## src/rtl/swcs_pkg.sv

```systemverilog
`default_nettype none

package swcs_pkg;

  localparam int unsigned WINDOW_LEN_DEF  = 5;
  localparam int unsigned SAMPLE_BITS_DEF = 16;
  localparam int unsigned CHANNELS        = 7;
  localparam int unsigned CH_W            = 3;

  localparam logic [CH_W-1:0] CH_LAST = CH_W'(CHANNELS - 1);

  typedef struct packed {
    logic            cap;
    logic            acc_we;
    logic            acc_init;
    logic            latch;
    logic            sq;
    logic            spread;
    logic            root_start;
    logic            mean_start;
    logic            sd_start;
    logic            out_load;
    logic [CH_W-1:0] ch;
  } cmd_t;

  typedef struct packed {
    logic root_busy;
    logic mean_busy;
    logic sd_busy;
    logic out_free;
  } sts_t;

endpackage

`default_nettype wire

```

## src/rtl/sliding_window_channel_statistics.sv

```systemverilog
// Per-channel windowed statistics over seven signed sample channels.
// Input channel: one request carries a start_window flag and one sample per
// channel; it is taken when in_valid_i is high and in_stall_o is low.
// Each request is folded into per-channel running sum, sum of squares,
// maximum and minimum, one channel a cycle.
// When a window of WINDOW_LEN samples is complete, each channel is reduced
// in turn: mean and the scaling of the root by reciprocal multiplication,
// standard deviation through a bit-serial square root. The time taken per
// channel is set by the square root step count, and in_stall_o is high
// throughout a window-ending request.
// Output channel: one result request per channel, in channel order, from a
// single output register; out_valid_o holds with its payload while
// out_stall_i is high, and the reduction waits for the register to free.
// The next input request is taken while the final result still waits.
// Reset clears the window fill count and the output valid; the window then
// starts with the first request.

`default_nettype none

module sliding_window_channel_statistics #(
  parameter int unsigned WINDOW_LEN  = swcs_pkg::WINDOW_LEN_DEF,
  parameter int unsigned SAMPLE_BITS = swcs_pkg::SAMPLE_BITS_DEF
) (
  input  wire logic                          clk_i,
  input  wire logic                          rst_ni,
  input  wire logic                          in_valid_i,
  output logic                               in_stall_o,
  input  wire logic                          start_window_i,
  input  wire logic signed [SAMPLE_BITS-1:0] plate_x_i,
  input  wire logic signed [SAMPLE_BITS-1:0] plate_y_i,
  input  wire logic signed [SAMPLE_BITS-1:0] plate_z_i,
  input  wire logic signed [SAMPLE_BITS-1:0] head_x_i,
  input  wire logic signed [SAMPLE_BITS-1:0] head_y_i,
  input  wire logic signed [SAMPLE_BITS-1:0] head_z_i,
  input  wire logic signed [SAMPLE_BITS-1:0] supply_volts_i,
  output logic                               out_valid_o,
  input  wire logic                          out_stall_i,
  output logic [swcs_pkg::CH_W-1:0]          channel_o,
  output logic signed [SAMPLE_BITS-1:0]      mean_value_o,
  output logic [SAMPLE_BITS-1:0]             std_value_o,
  output logic signed [SAMPLE_BITS-1:0]      max_value_o,
  output logic signed [SAMPLE_BITS-1:0]      min_value_o,
  output logic [SAMPLE_BITS-1:0]             span_value_o,
  output logic                               last_of_window_o
);

  swcs_pkg::cmd_t                                cmd;
  swcs_pkg::sts_t                                sts;
  logic [swcs_pkg::CHANNELS-1:0][SAMPLE_BITS-1:0] samples;

  assign samples = {supply_volts_i, head_z_i, head_y_i, head_x_i,
                    plate_z_i, plate_y_i, plate_x_i};

  swcs_ctrl #(
    .WINDOW_LEN(WINDOW_LEN)
  ) u_ctrl (
    .clk_i         (clk_i),
    .rst_ni        (rst_ni),
    .in_valid_i    (in_valid_i),
    .in_stall_o    (in_stall_o),
    .start_window_i(start_window_i),
    .sts_i         (sts),
    .cmd_o         (cmd)
  );

  swcs_dp #(
    .WINDOW_LEN (WINDOW_LEN),
    .SAMPLE_BITS(SAMPLE_BITS)
  ) u_dp (
    .clk_i           (clk_i),
    .rst_ni          (rst_ni),
    .cmd_i           (cmd),
    .sts_o           (sts),
    .samples_i       (samples),
    .out_stall_i     (out_stall_i),
    .out_valid_o     (out_valid_o),
    .channel_o       (channel_o),
    .mean_value_o    (mean_value_o),
    .std_value_o     (std_value_o),
    .max_value_o     (max_value_o),
    .min_value_o     (min_value_o),
    .span_value_o    (span_value_o),
    .last_of_window_o(last_of_window_o)
  );

endmodule

`default_nettype wire

```

## src/rtl/swcs_div.sv

```systemverilog
`default_nettype none

module swcs_div #(
  parameter int unsigned DIVIDEND_W = 20,
  parameter int unsigned DIVISOR    = 10
) (
  input  wire logic                  clk_i,
  input  wire logic                  rst_ni,
  input  wire logic                  start_i,
  input  wire logic [DIVIDEND_W-1:0] dividend_i,
  output logic                       busy_o,
  output logic [DIVIDEND_W-1:0]      quotient_o
);

  localparam int unsigned DVW = $clog2(DIVISOR);
  localparam int unsigned K   = DIVIDEND_W + DVW;
  localparam int unsigned MW  = DIVIDEND_W + 1;
  localparam int unsigned PW  = DIVIDEND_W + MW;
  localparam logic [MW-1:0] RECIP =
    MW'(((64'd1 << K) + 64'(DIVISOR) - 64'd1) / 64'(DIVISOR));

  logic                  busy_q, busy_d;
  logic [DIVIDEND_W-1:0] dvd_q, dvd_d;
  logic [DIVIDEND_W-1:0] quo_q, quo_d;
  logic [PW-1:0]         prod;

  assign prod = PW'(dvd_q) * PW'(RECIP);

  always_comb begin
    busy_d = 1'b0;
    dvd_d  = dvd_q;
    quo_d  = quo_q;
    if (start_i) begin
      busy_d = 1'b1;
      dvd_d  = dividend_i;
    end else if (busy_q) begin
      quo_d = DIVIDEND_W'(prod >> K);
    end
  end

  always_ff @(posedge clk_i or negedge rst_ni) begin
    if (!rst_ni) begin
      busy_q <= 1'b0;
    end else begin
      busy_q <= busy_d;
    end
  end

  always_ff @(posedge clk_i) begin
    dvd_q <= dvd_d;
    quo_q <= quo_d;
  end

  assign busy_o     = busy_q;
  assign quotient_o = quo_q;

endmodule

`default_nettype wire

```

## src/rtl/swcs_sqrt.sv

```systemverilog
`default_nettype none

module swcs_sqrt #(
  parameter int unsigned ROOT_W = 19
) (
  input  wire logic                  clk_i,
  input  wire logic                  rst_ni,
  input  wire logic                  start_i,
  input  wire logic [2*ROOT_W-1:0]   radicand_i,
  output logic                       busy_o,
  output logic [ROOT_W-1:0]          root_o
);

  localparam int unsigned CNT_W = $clog2(ROOT_W);
  localparam logic [CNT_W-1:0] CNT_LAST = CNT_W'(ROOT_W - 1);

  logic                  busy_q, busy_d;
  logic [CNT_W-1:0]      cnt_q, cnt_d;
  logic [2*ROOT_W-1:0]   x_q, x_d;
  logic [ROOT_W-1:0]     root_q, root_d;
  logic [ROOT_W+1:0]     rem_q, rem_d;
  logic [ROOT_W+3:0]     cand;
  logic [ROOT_W+3:0]     trial;
  logic [ROOT_W+3:0]     diff;
  logic                  ge;

  assign cand  = {rem_q, x_q[2*ROOT_W-1 -: 2]};
  assign trial = {2'b00, root_q, 2'b01};
  assign ge    = cand >= trial;
  assign diff  = cand - trial;

  always_comb begin
    busy_d = busy_q;
    cnt_d  = cnt_q;
    x_d    = x_q;
    root_d = root_q;
    rem_d  = rem_q;
    if (start_i) begin
      busy_d = 1'b1;
      cnt_d  = '0;
      x_d    = radicand_i;
      root_d = '0;
      rem_d  = '0;
    end else if (busy_q) begin
      rem_d  = ge ? diff[ROOT_W+1:0] : cand[ROOT_W+1:0];
      root_d = {root_q[ROOT_W-2:0], ge};
      x_d    = {x_q[2*ROOT_W-3:0], 2'b00};
      cnt_d  = cnt_q + 1'b1;
      if (cnt_q == CNT_LAST) begin
        busy_d = 1'b0;
      end
    end
  end

  always_ff @(posedge clk_i or negedge rst_ni) begin
    if (!rst_ni) begin
      busy_q <= 1'b0;
      cnt_q  <= '0;
    end else begin
      busy_q <= busy_d;
      cnt_q  <= cnt_d;
    end
  end

  always_ff @(posedge clk_i) begin
    x_q    <= x_d;
    root_q <= root_d;
    rem_q  <= rem_d;
  end

  assign busy_o = busy_q;
  assign root_o = root_q;

endmodule

`default_nettype wire

```

## src/rtl/swcs_dp.sv

```systemverilog
`default_nettype none

module swcs_dp #(
  parameter int unsigned WINDOW_LEN  = swcs_pkg::WINDOW_LEN_DEF,
  parameter int unsigned SAMPLE_BITS = swcs_pkg::SAMPLE_BITS_DEF
) (
  input  wire logic                                          clk_i,
  input  wire logic                                          rst_ni,
  input  wire swcs_pkg::cmd_t                                cmd_i,
  output swcs_pkg::sts_t                                     sts_o,
  input  wire logic [swcs_pkg::CHANNELS-1:0][SAMPLE_BITS-1:0] samples_i,
  input  wire logic                                          out_stall_i,
  output logic                                               out_valid_o,
  output logic [swcs_pkg::CH_W-1:0]                          channel_o,
  output logic signed [SAMPLE_BITS-1:0]                      mean_value_o,
  output logic [SAMPLE_BITS-1:0]                             std_value_o,
  output logic signed [SAMPLE_BITS-1:0]                      max_value_o,
  output logic signed [SAMPLE_BITS-1:0]                      min_value_o,
  output logic [SAMPLE_BITS-1:0]                             span_value_o,
  output logic                                               last_of_window_o
);

  localparam int unsigned S   = SAMPLE_BITS;
  localparam int unsigned LW  = $clog2(WINDOW_LEN);
  localparam int unsigned RW  = S + LW;
  localparam int unsigned SQW = 2 * S + LW;
  localparam int unsigned SPW = 2 * RW;
  localparam int unsigned DW  = RW + 1;
  localparam int unsigned C   = swcs_pkg::CHANNELS;

  localparam logic [SPW-1:0] W_SP     = SPW'(WINDOW_LEN);
  localparam logic [DW-1:0]  W_DW     = DW'(WINDOW_LEN);

  logic [C-1:0][S-1:0]   sample_q;
  logic signed [RW-1:0]  sum_q   [C];
  logic [SQW-1:0]        sumsq_q [C];
  logic signed [S-1:0]   mx_q    [C];
  logic signed [S-1:0]   mn_q    [C];

  logic signed [S-1:0]   v;
  logic signed [2*S-1:0] vsq;
  logic signed [RW-1:0]  v_ext;
  logic [SQW-1:0]        vsq_ext;
  logic                  acc_wr;
  logic                  acc_init;

  logic signed [RW-1:0]  sum_r_q;
  logic [SQW-1:0]        sumsq_r_q;
  logic signed [S-1:0]   mx_r_q;
  logic signed [S-1:0]   mn_r_q;
  logic [SPW-1:0]        magsq_q;
  logic [SPW-1:0]        spread_q;
  logic                  neg;
  logic [RW-1:0]         mag;
  logic [DW-1:0]         mean_dividend;

  logic                  root_busy;
  logic [RW-1:0]         root;
  logic                  mean_busy;
  logic [DW-1:0]         mean_quo;
  logic                  sd_busy;
  logic [DW-1:0]         sd_quo;
  logic [S-1:0]          mean_mag;

  logic                  out_valid_q, out_valid_d;

  assign v        = sample_q[cmd_i.ch];
  assign vsq      = v * v;
  assign v_ext    = {{LW{v[S-1]}}, v};
  assign vsq_ext  = {{LW{1'b0}}, vsq};
  assign acc_wr   = cmd_i.acc_we || cmd_i.latch;
  assign acc_init = cmd_i.acc_init || cmd_i.latch;

  always_ff @(posedge clk_i) begin
    if (cmd_i.cap) begin
      sample_q <= samples_i;
    end
    if (acc_wr) begin
      if (acc_init) begin
        sum_q[cmd_i.ch]   <= v_ext;
        sumsq_q[cmd_i.ch] <= vsq_ext;
        mx_q[cmd_i.ch]    <= v;
        mn_q[cmd_i.ch]    <= v;
      end else begin
        sum_q[cmd_i.ch]   <= sum_q[cmd_i.ch] + v_ext;
        sumsq_q[cmd_i.ch] <= sumsq_q[cmd_i.ch] + vsq_ext;
        if (v > mx_q[cmd_i.ch]) begin
          mx_q[cmd_i.ch] <= v;
        end
        if (v < mn_q[cmd_i.ch]) begin
          mn_q[cmd_i.ch] <= v;
        end
      end
    end
  end

  assign neg           = sum_r_q[RW-1];
  assign mag           = neg ? RW'(-sum_r_q) : RW'(sum_r_q);
  assign mean_dividend = {mag, 1'b0} + W_DW;

  always_ff @(posedge clk_i) begin
    if (cmd_i.latch) begin
      sum_r_q   <= sum_q[cmd_i.ch];
      sumsq_r_q <= sumsq_q[cmd_i.ch];
      mx_r_q    <= mx_q[cmd_i.ch];
      mn_r_q    <= mn_q[cmd_i.ch];
    end
    if (cmd_i.sq) begin
      magsq_q <= SPW'(mag) * SPW'(mag);
    end
    if (cmd_i.spread) begin
      spread_q <= SPW'(sumsq_r_q) * W_SP - magsq_q;
    end
  end

  swcs_sqrt #(
    .ROOT_W(RW)
  ) u_sqrt (
    .clk_i     (clk_i),
    .rst_ni    (rst_ni),
    .start_i   (cmd_i.root_start),
    .radicand_i(spread_q),
    .busy_o    (root_busy),
    .root_o    (root)
  );

  swcs_div #(
    .DIVIDEND_W(DW),
    .DIVISOR   (2 * WINDOW_LEN)
  ) u_mean_div (
    .clk_i     (clk_i),
    .rst_ni    (rst_ni),
    .start_i   (cmd_i.mean_start),
    .dividend_i(mean_dividend),
    .busy_o    (mean_busy),
    .quotient_o(mean_quo)
  );

  swcs_div #(
    .DIVIDEND_W(DW),
    .DIVISOR   (WINDOW_LEN)
  ) u_sd_div (
    .clk_i     (clk_i),
    .rst_ni    (rst_ni),
    .start_i   (cmd_i.sd_start),
    .dividend_i({1'b0, root}),
    .busy_o    (sd_busy),
    .quotient_o(sd_quo)
  );

  assign mean_mag = mean_quo[S-1:0];

  always_comb begin
    out_valid_d = out_valid_q && out_stall_i;
    if (cmd_i.out_load) begin
      out_valid_d = 1'b1;
    end
  end

  always_ff @(posedge clk_i or negedge rst_ni) begin
    if (!rst_ni) begin
      out_valid_q <= 1'b0;
    end else begin
      out_valid_q <= out_valid_d;
    end
  end

  always_ff @(posedge clk_i) begin
    if (cmd_i.out_load) begin
      channel_o        <= cmd_i.ch;
      mean_value_o     <= neg ? (~mean_mag + 1'b1) : mean_mag;
      std_value_o      <= sd_quo[S-1:0];
      max_value_o      <= mx_r_q;
      min_value_o      <= mn_r_q;
      span_value_o     <= mx_r_q - mn_r_q;
      last_of_window_o <= (cmd_i.ch == swcs_pkg::CH_LAST);
    end
  end

  assign out_valid_o     = out_valid_q;
  assign sts_o.root_busy = root_busy;
  assign sts_o.mean_busy = mean_busy;
  assign sts_o.sd_busy   = sd_busy;
  assign sts_o.out_free  = !out_valid_q || !out_stall_i;

endmodule

`default_nettype wire

```

## src/rtl/swcs_ctrl.sv

```systemverilog
`default_nettype none

module swcs_ctrl #(
  parameter int unsigned WINDOW_LEN = swcs_pkg::WINDOW_LEN_DEF
) (
  input  wire logic           clk_i,
  input  wire logic           rst_ni,
  input  wire logic           in_valid_i,
  output logic                in_stall_o,
  input  wire logic           start_window_i,
  input  wire swcs_pkg::sts_t sts_i,
  output swcs_pkg::cmd_t      cmd_o
);

  localparam int unsigned FW = $clog2(WINDOW_LEN + 1);
  localparam logic [FW-1:0] FILL_FULL = FW'(WINDOW_LEN);

  localparam logic [3:0] ST_IDLE   = 4'd0;
  localparam logic [3:0] ST_ACC    = 4'd1;
  localparam logic [3:0] ST_LATCH  = 4'd2;
  localparam logic [3:0] ST_SQ     = 4'd3;
  localparam logic [3:0] ST_SPREAD = 4'd4;
  localparam logic [3:0] ST_RSTART = 4'd5;
  localparam logic [3:0] ST_RWAIT  = 4'd6;
  localparam logic [3:0] ST_DSTART = 4'd7;
  localparam logic [3:0] ST_DWAIT  = 4'd8;
  localparam logic [3:0] ST_OUT    = 4'd9;

  logic [3:0]                state_q, state_d;
  logic [swcs_pkg::CH_W-1:0] ch_q, ch_d;
  logic [FW-1:0]             fill_q, fill_d;
  logic                      init_q, init_d;
  logic                      end_q, end_d;
  logic [FW-1:0]             base;
  logic [FW-1:0]             nxt;
  logic                      accept;

  assign accept = in_valid_i && (state_q == ST_IDLE);
  assign base   = start_window_i ? '0 : fill_q;
  assign nxt    = base + 1'b1;

  always_comb begin
    state_d = state_q;
    ch_d    = ch_q;
    fill_d  = fill_q;
    init_d  = init_q;
    end_d   = end_q;
    cmd_o   = '0;
    cmd_o.ch = ch_q;
    case (state_q)
      ST_IDLE: begin
        if (accept) begin
          cmd_o.cap = 1'b1;
          init_d    = (base == '0);
          end_d     = (nxt == FILL_FULL);
          fill_d    = (nxt == FILL_FULL) ? FW'(1) : nxt;
          ch_d      = '0;
          state_d   = ST_ACC;
        end
      end
      ST_ACC: begin
        cmd_o.acc_we   = 1'b1;
        cmd_o.acc_init = init_q;
        if (ch_q == swcs_pkg::CH_LAST) begin
          ch_d    = '0;
          state_d = end_q ? ST_LATCH : ST_IDLE;
        end else begin
          ch_d = ch_q + 1'b1;
        end
      end
      ST_LATCH: begin
        cmd_o.latch = 1'b1;
        state_d     = ST_SQ;
      end
      ST_SQ: begin
        cmd_o.sq         = 1'b1;
        cmd_o.mean_start = 1'b1;
        state_d          = ST_SPREAD;
      end
      ST_SPREAD: begin
        cmd_o.spread = 1'b1;
        state_d      = ST_RSTART;
      end
      ST_RSTART: begin
        cmd_o.root_start = 1'b1;
        state_d          = ST_RWAIT;
      end
      ST_RWAIT: begin
        if (!sts_i.root_busy) begin
          state_d = ST_DSTART;
        end
      end
      ST_DSTART: begin
        cmd_o.sd_start = 1'b1;
        state_d        = ST_DWAIT;
      end
      ST_DWAIT: begin
        if (!sts_i.sd_busy && !sts_i.mean_busy) begin
          state_d = ST_OUT;
        end
      end
      ST_OUT: begin
        if (sts_i.out_free) begin
          cmd_o.out_load = 1'b1;
          if (ch_q == swcs_pkg::CH_LAST) begin
            state_d = ST_IDLE;
          end else begin
            ch_d    = ch_q + 1'b1;
            state_d = ST_LATCH;
          end
        end
      end
      default: begin
        state_d = ST_IDLE;
      end
    endcase
  end

  always_ff @(posedge clk_i or negedge rst_ni) begin
    if (!rst_ni) begin
      state_q <= ST_IDLE;
      ch_q    <= '0;
      fill_q  <= '0;
      init_q  <= 1'b0;
      end_q   <= 1'b0;
    end else begin
      state_q <= state_d;
      ch_q    <= ch_d;
      fill_q  <= fill_d;
      init_q  <= init_d;
      end_q   <= end_d;
    end
  end

  assign in_stall_o = (state_q != ST_IDLE);

endmodule

`default_nettype wire
```

## config.mk

```make
export PLATFORM = sky130hd
export DESIGN_NAME = sliding_window_channel_statistics
export DESIGN_NICKNAME = d
export VERILOG_FILES = /design/src/rtl/swcs_pkg.sv /design/src/rtl/sliding_window_channel_statistics.sv /design/src/rtl/swcs_div.sv /design/src/rtl/swcs_sqrt.sv /design/src/rtl/swcs_dp.sv /design/src/rtl/swcs_ctrl.sv
export SDC_FILE = /design/constraint.sdc
export NUM_CORES = 2
export LEC_CHECK = 0
export BUFFER_PORTS_ARGS = -buffer_cell sky130_fd_sc_hd__buf_4
export CORE_UTILIZATION = 65
export CTS_BUF_LIST = sky130_fd_sc_hd__clkbuf_8
export CTS_CLUSTER_SIZE = 40
export DETAILED_ROUTE_END_ITERATION = 12
export PLACE_DENSITY = 0.79
export REMOVE_ABC_BUFFERS = 1
export SLEW_MARGIN = 20
export SYNTH_ARGS = -nofsm -noshare
export SYNTH_HDL_FRONTEND = slang
export SYNTH_SLANG_ARGS = --single-unit
```

## constraint.sdc

```tcl
create_clock -name clk_i -period 29.2 [get_ports clk_i]
set_clock_uncertainty 0.05 [all_clocks]
set_input_delay 5.84 -clock clk_i [delete_from_list [all_inputs] [get_ports clk_i]]
set_output_delay 5.84 -clock clk_i [all_outputs]
set_load 0.02 [all_outputs]
```

==> run summary <==
Seq/Total Area, Yosys = 41.48%
RSZ-0062 raised after global routing = no
Final #Nets = 8,912
Worst slew pin tran = 1.299 ns
Hold buffer count at cts = 0
Worst Hold Path EP = u_dp.std_value_o[0]$_DFFE_PP_
Status = finished, final reports clean
MaxCap Viol Count = 0
TritonCTS Sinks = 1,127
Post-DP HPWL = 143.9 mm
RD Place Congestion = 0.9732
Biggest cell delay along the critical path = 0.85 ns
IO buf count = 202
Total CTS buffers = 180
Post-synth top cells = inv_1, edfxtp_1, fa_1
Slowest CP cell = clkinv_1
Gr usage total = 32.01%
Setup violators final = 0
Reg2reg start = u_ctrl.ch_q[2]$_DFFE_PN0P_
Die width = 353.7 µm
CP Launch Type = flip-flop
Critical Path RT = 29.78 ns
# IOs = 203
Final Cycle Share = 42.57%
Avg WL per Cell = 21.59 µm
Hold Path Depth = 0
Top post-synthesis cells by area = edfxtp_1, fa_1, ha_1
Number of routed nets with antenna violations = 0
Critical Path End Type = flip-flop
DR vias/cell = 5.831
Largest net degree at the start of global routing = 85
CTS tree = done
Initial antenna violation count = 6
#FFs+latches synth = 1,127
Mapped Avg Cell Area = 11.51 µm²
Hold Path Class = reg2reg
GRT Residual Overflow = 0
R2R Setup Slk = 16.77 ns
Most common cell in the netlist = inv_1
First-pass GRT wire length = 305.6 mm
Post-synth ARST share = 1.863%
Vias in the first global route = 55,870
Yosys top cell area share = 39.83%
Setup TNS = 0 ns
CTS resizes = 0
Netlist cell types = 94
Core area = 122,200 µm²
Cells after Synth = 6,983
Slew Limit Fails = 0
Share of layout cells above drive strength 1 = 8.716%
DR iter-0 viols = 5,176
Ys flop type = edfxtp_1
Die footprint = 125,100 µm²
DRT Pass-1 Iters = 6
Synthesized area = 80,380 µm²
Synth-to-layout area growth = 9.163%
Root buf cell = clkbuf_8
Vias = 52,930
Die outline height = 353.7 µm
Number of synthesized flops with an enable pin = 1,066
Clk slew on worst S/H paths = 0.06 ns
Slew HR = 12.82%
Clock buffer depth = 3
Worst Path Max Fanout = 47
Setup repair bufs after CTS = 0
Fmax = 80.45 MHz
WS Path Type = reg2reg
Initial Util = 65.78%
Site row count = 128
# DRC = 0
Yosys warning total = 0
Worst skew pair latency = 0.89 ns
Drt total wl = 195.9 mm
Htree depth = 4
CP arrival = 13.01 ns
Clock period minus worst slack = 12.43 ns
Fin. Hold Viols = 0
Reg2reg path depth = 38
Yosys top cell by area = edfxtp_1
Hold Crit Start = u_dp.u_sd_div.quotient_o[0]$_DFFE_PP_
R2R Path End = u_dp.sumsq_q[2][32]$_DFFE_PP_
Top cell by count, worst path = fa_1
[cells in the final DEF (no fill, tap or decap), drive strengths merged, types with 77 or more instances in the layout]
master  Yosys  layout
o21ai     202     202
ha        737     737
clkinv      8      77
nor2      519     519
nand2     440     440
fa        754     754
a22o       87      87
a21oi     294     294
xnor2     182     182
buf        39     301
clkbuf    134     185
edfxtp   1066    1066
xor2       83      83
mux2i     132     132
a21o      101     101
inv      1432    1487
[kinds of logic after synthesis]
family,after synthesis,synth area share (%)
multiplexers,162,2.176
buffers and inverters,1613,7.590
AO/OA/AOI/OAI,1050,8.713
other,2,0.009343
flip-flops,1127,41.48
XOR/XNOR,265,2.916
AND/OR/NAND/NOR,1273,6.868
adder cells (fa/ha/maj),1491,30.25
[how the worst max path moves through the flow]
stage / start / to / slack, ns
finish: u_ctrl.ch_q[2]$_DFFE_PN0P_ / u_dp.sumsq_q[2][32]$_DFFE_PP_ / 16.77
global placement: u_ctrl.ch_q[2]$_DFFE_PN0P_ / u_dp.sumsq_q[0][32]$_DFFE_PP_ / 17.21
floorplan: u_ctrl.ch_q[2]$_DFFE_PN0P_ / u_dp.sumsq_q[0][32]$_DFFE_PP_ / 15.08
CTS: u_ctrl.ch_q[2]$_DFFE_PN0P_ / u_dp.sumsq_q[5][32]$_DFFE_PP_ / 16.94
global route: u_ctrl.ch_q[2]$_DFFE_PN0P_ / u_dp.sumsq_q[5][32]$_DFFE_PP_ / 16.32
detailed placement: u_ctrl.ch_q[2]$_DFFE_PN0P_ / u_dp.sumsq_q[6][32]$_DFFE_PP_ / 16.98
[area by class of cell]
type	instances	area [µm²]
diodes	6	15.01
clock buffers	185	2546
clock inverters	139	938.4
fillers	8390	34460
inverters	1440	5408
multi-input cells	4254	41180
flip-flops and latches	1127	33350
well taps	1625	2033
repair buffers	301	2276
[routing by layer]
layer / global-route usage, % / wire (µm) / share of wire [%] / vias to the layer above
met1: 41.19 / 75070 / 38 / 25840
met4: 14.61 / 9557 / 4.9 / 4
met5: 0 / 26 / 0.013 / -
met2: 52.62 / 93110 / 48 / 2553
met3: 6.474 / 18180 / 9.3 / 536
li1: - / - / - / 24000
[per-stage QoR]
step / cells / setup WS, ns / hold WS (ns) / utilization, % / instance area (µm²)
floorplan: 6821 / 15.08 / 0.3503 / - / 79720
global route: 9073 / 16.32 / 0.3742 / 71.80 / 87730
finish: 9077 / 16.77 / 0.3708 / 71.80 / 87740
CTS: 9071 / 16.94 / 0.3605 / 71.78 / 87710
detailed placement: 8747 / 16.98 / 0.3570 / 68.92 / 84220
global placement: 8747 / 17.21 / 0.3515 / 68.92 / 84220
[worst max-delay path: cells and delay by family (launching register included)]
family,cells,cell delay [ns]
compound gates,13,2.80
xor+xnor,2,0.37
buf+inv,10,2.76
simple gates,5,1.69
flops,1,0.67
fa+ha+maj,8,3.76
[flip-flops by register name, indices dropped and copies added (netlist names), 19 cells and up]
signal	cells
u_dp.u_sd_div.dvd_q	19
u_dp.sumsq_q	245
u_dp.magsq_q	37
u_dp.sum_q	133
u_dp.u_sqrt.x_q	38
u_dp.mn_q	112
u_dp.sum_r_q	19
u_dp.sample_q	112
u_dp.u_sqrt.root_o	19
u_dp.sumsq_r_q	35
u_dp.spread_q	38
u_dp.mx_q	112
u_dp.u_sqrt.rem_q	21
Power is left out: the tool's default activity adds up to more than one toggle a clock period on the data nets, which glitch-free logic cannot reach.
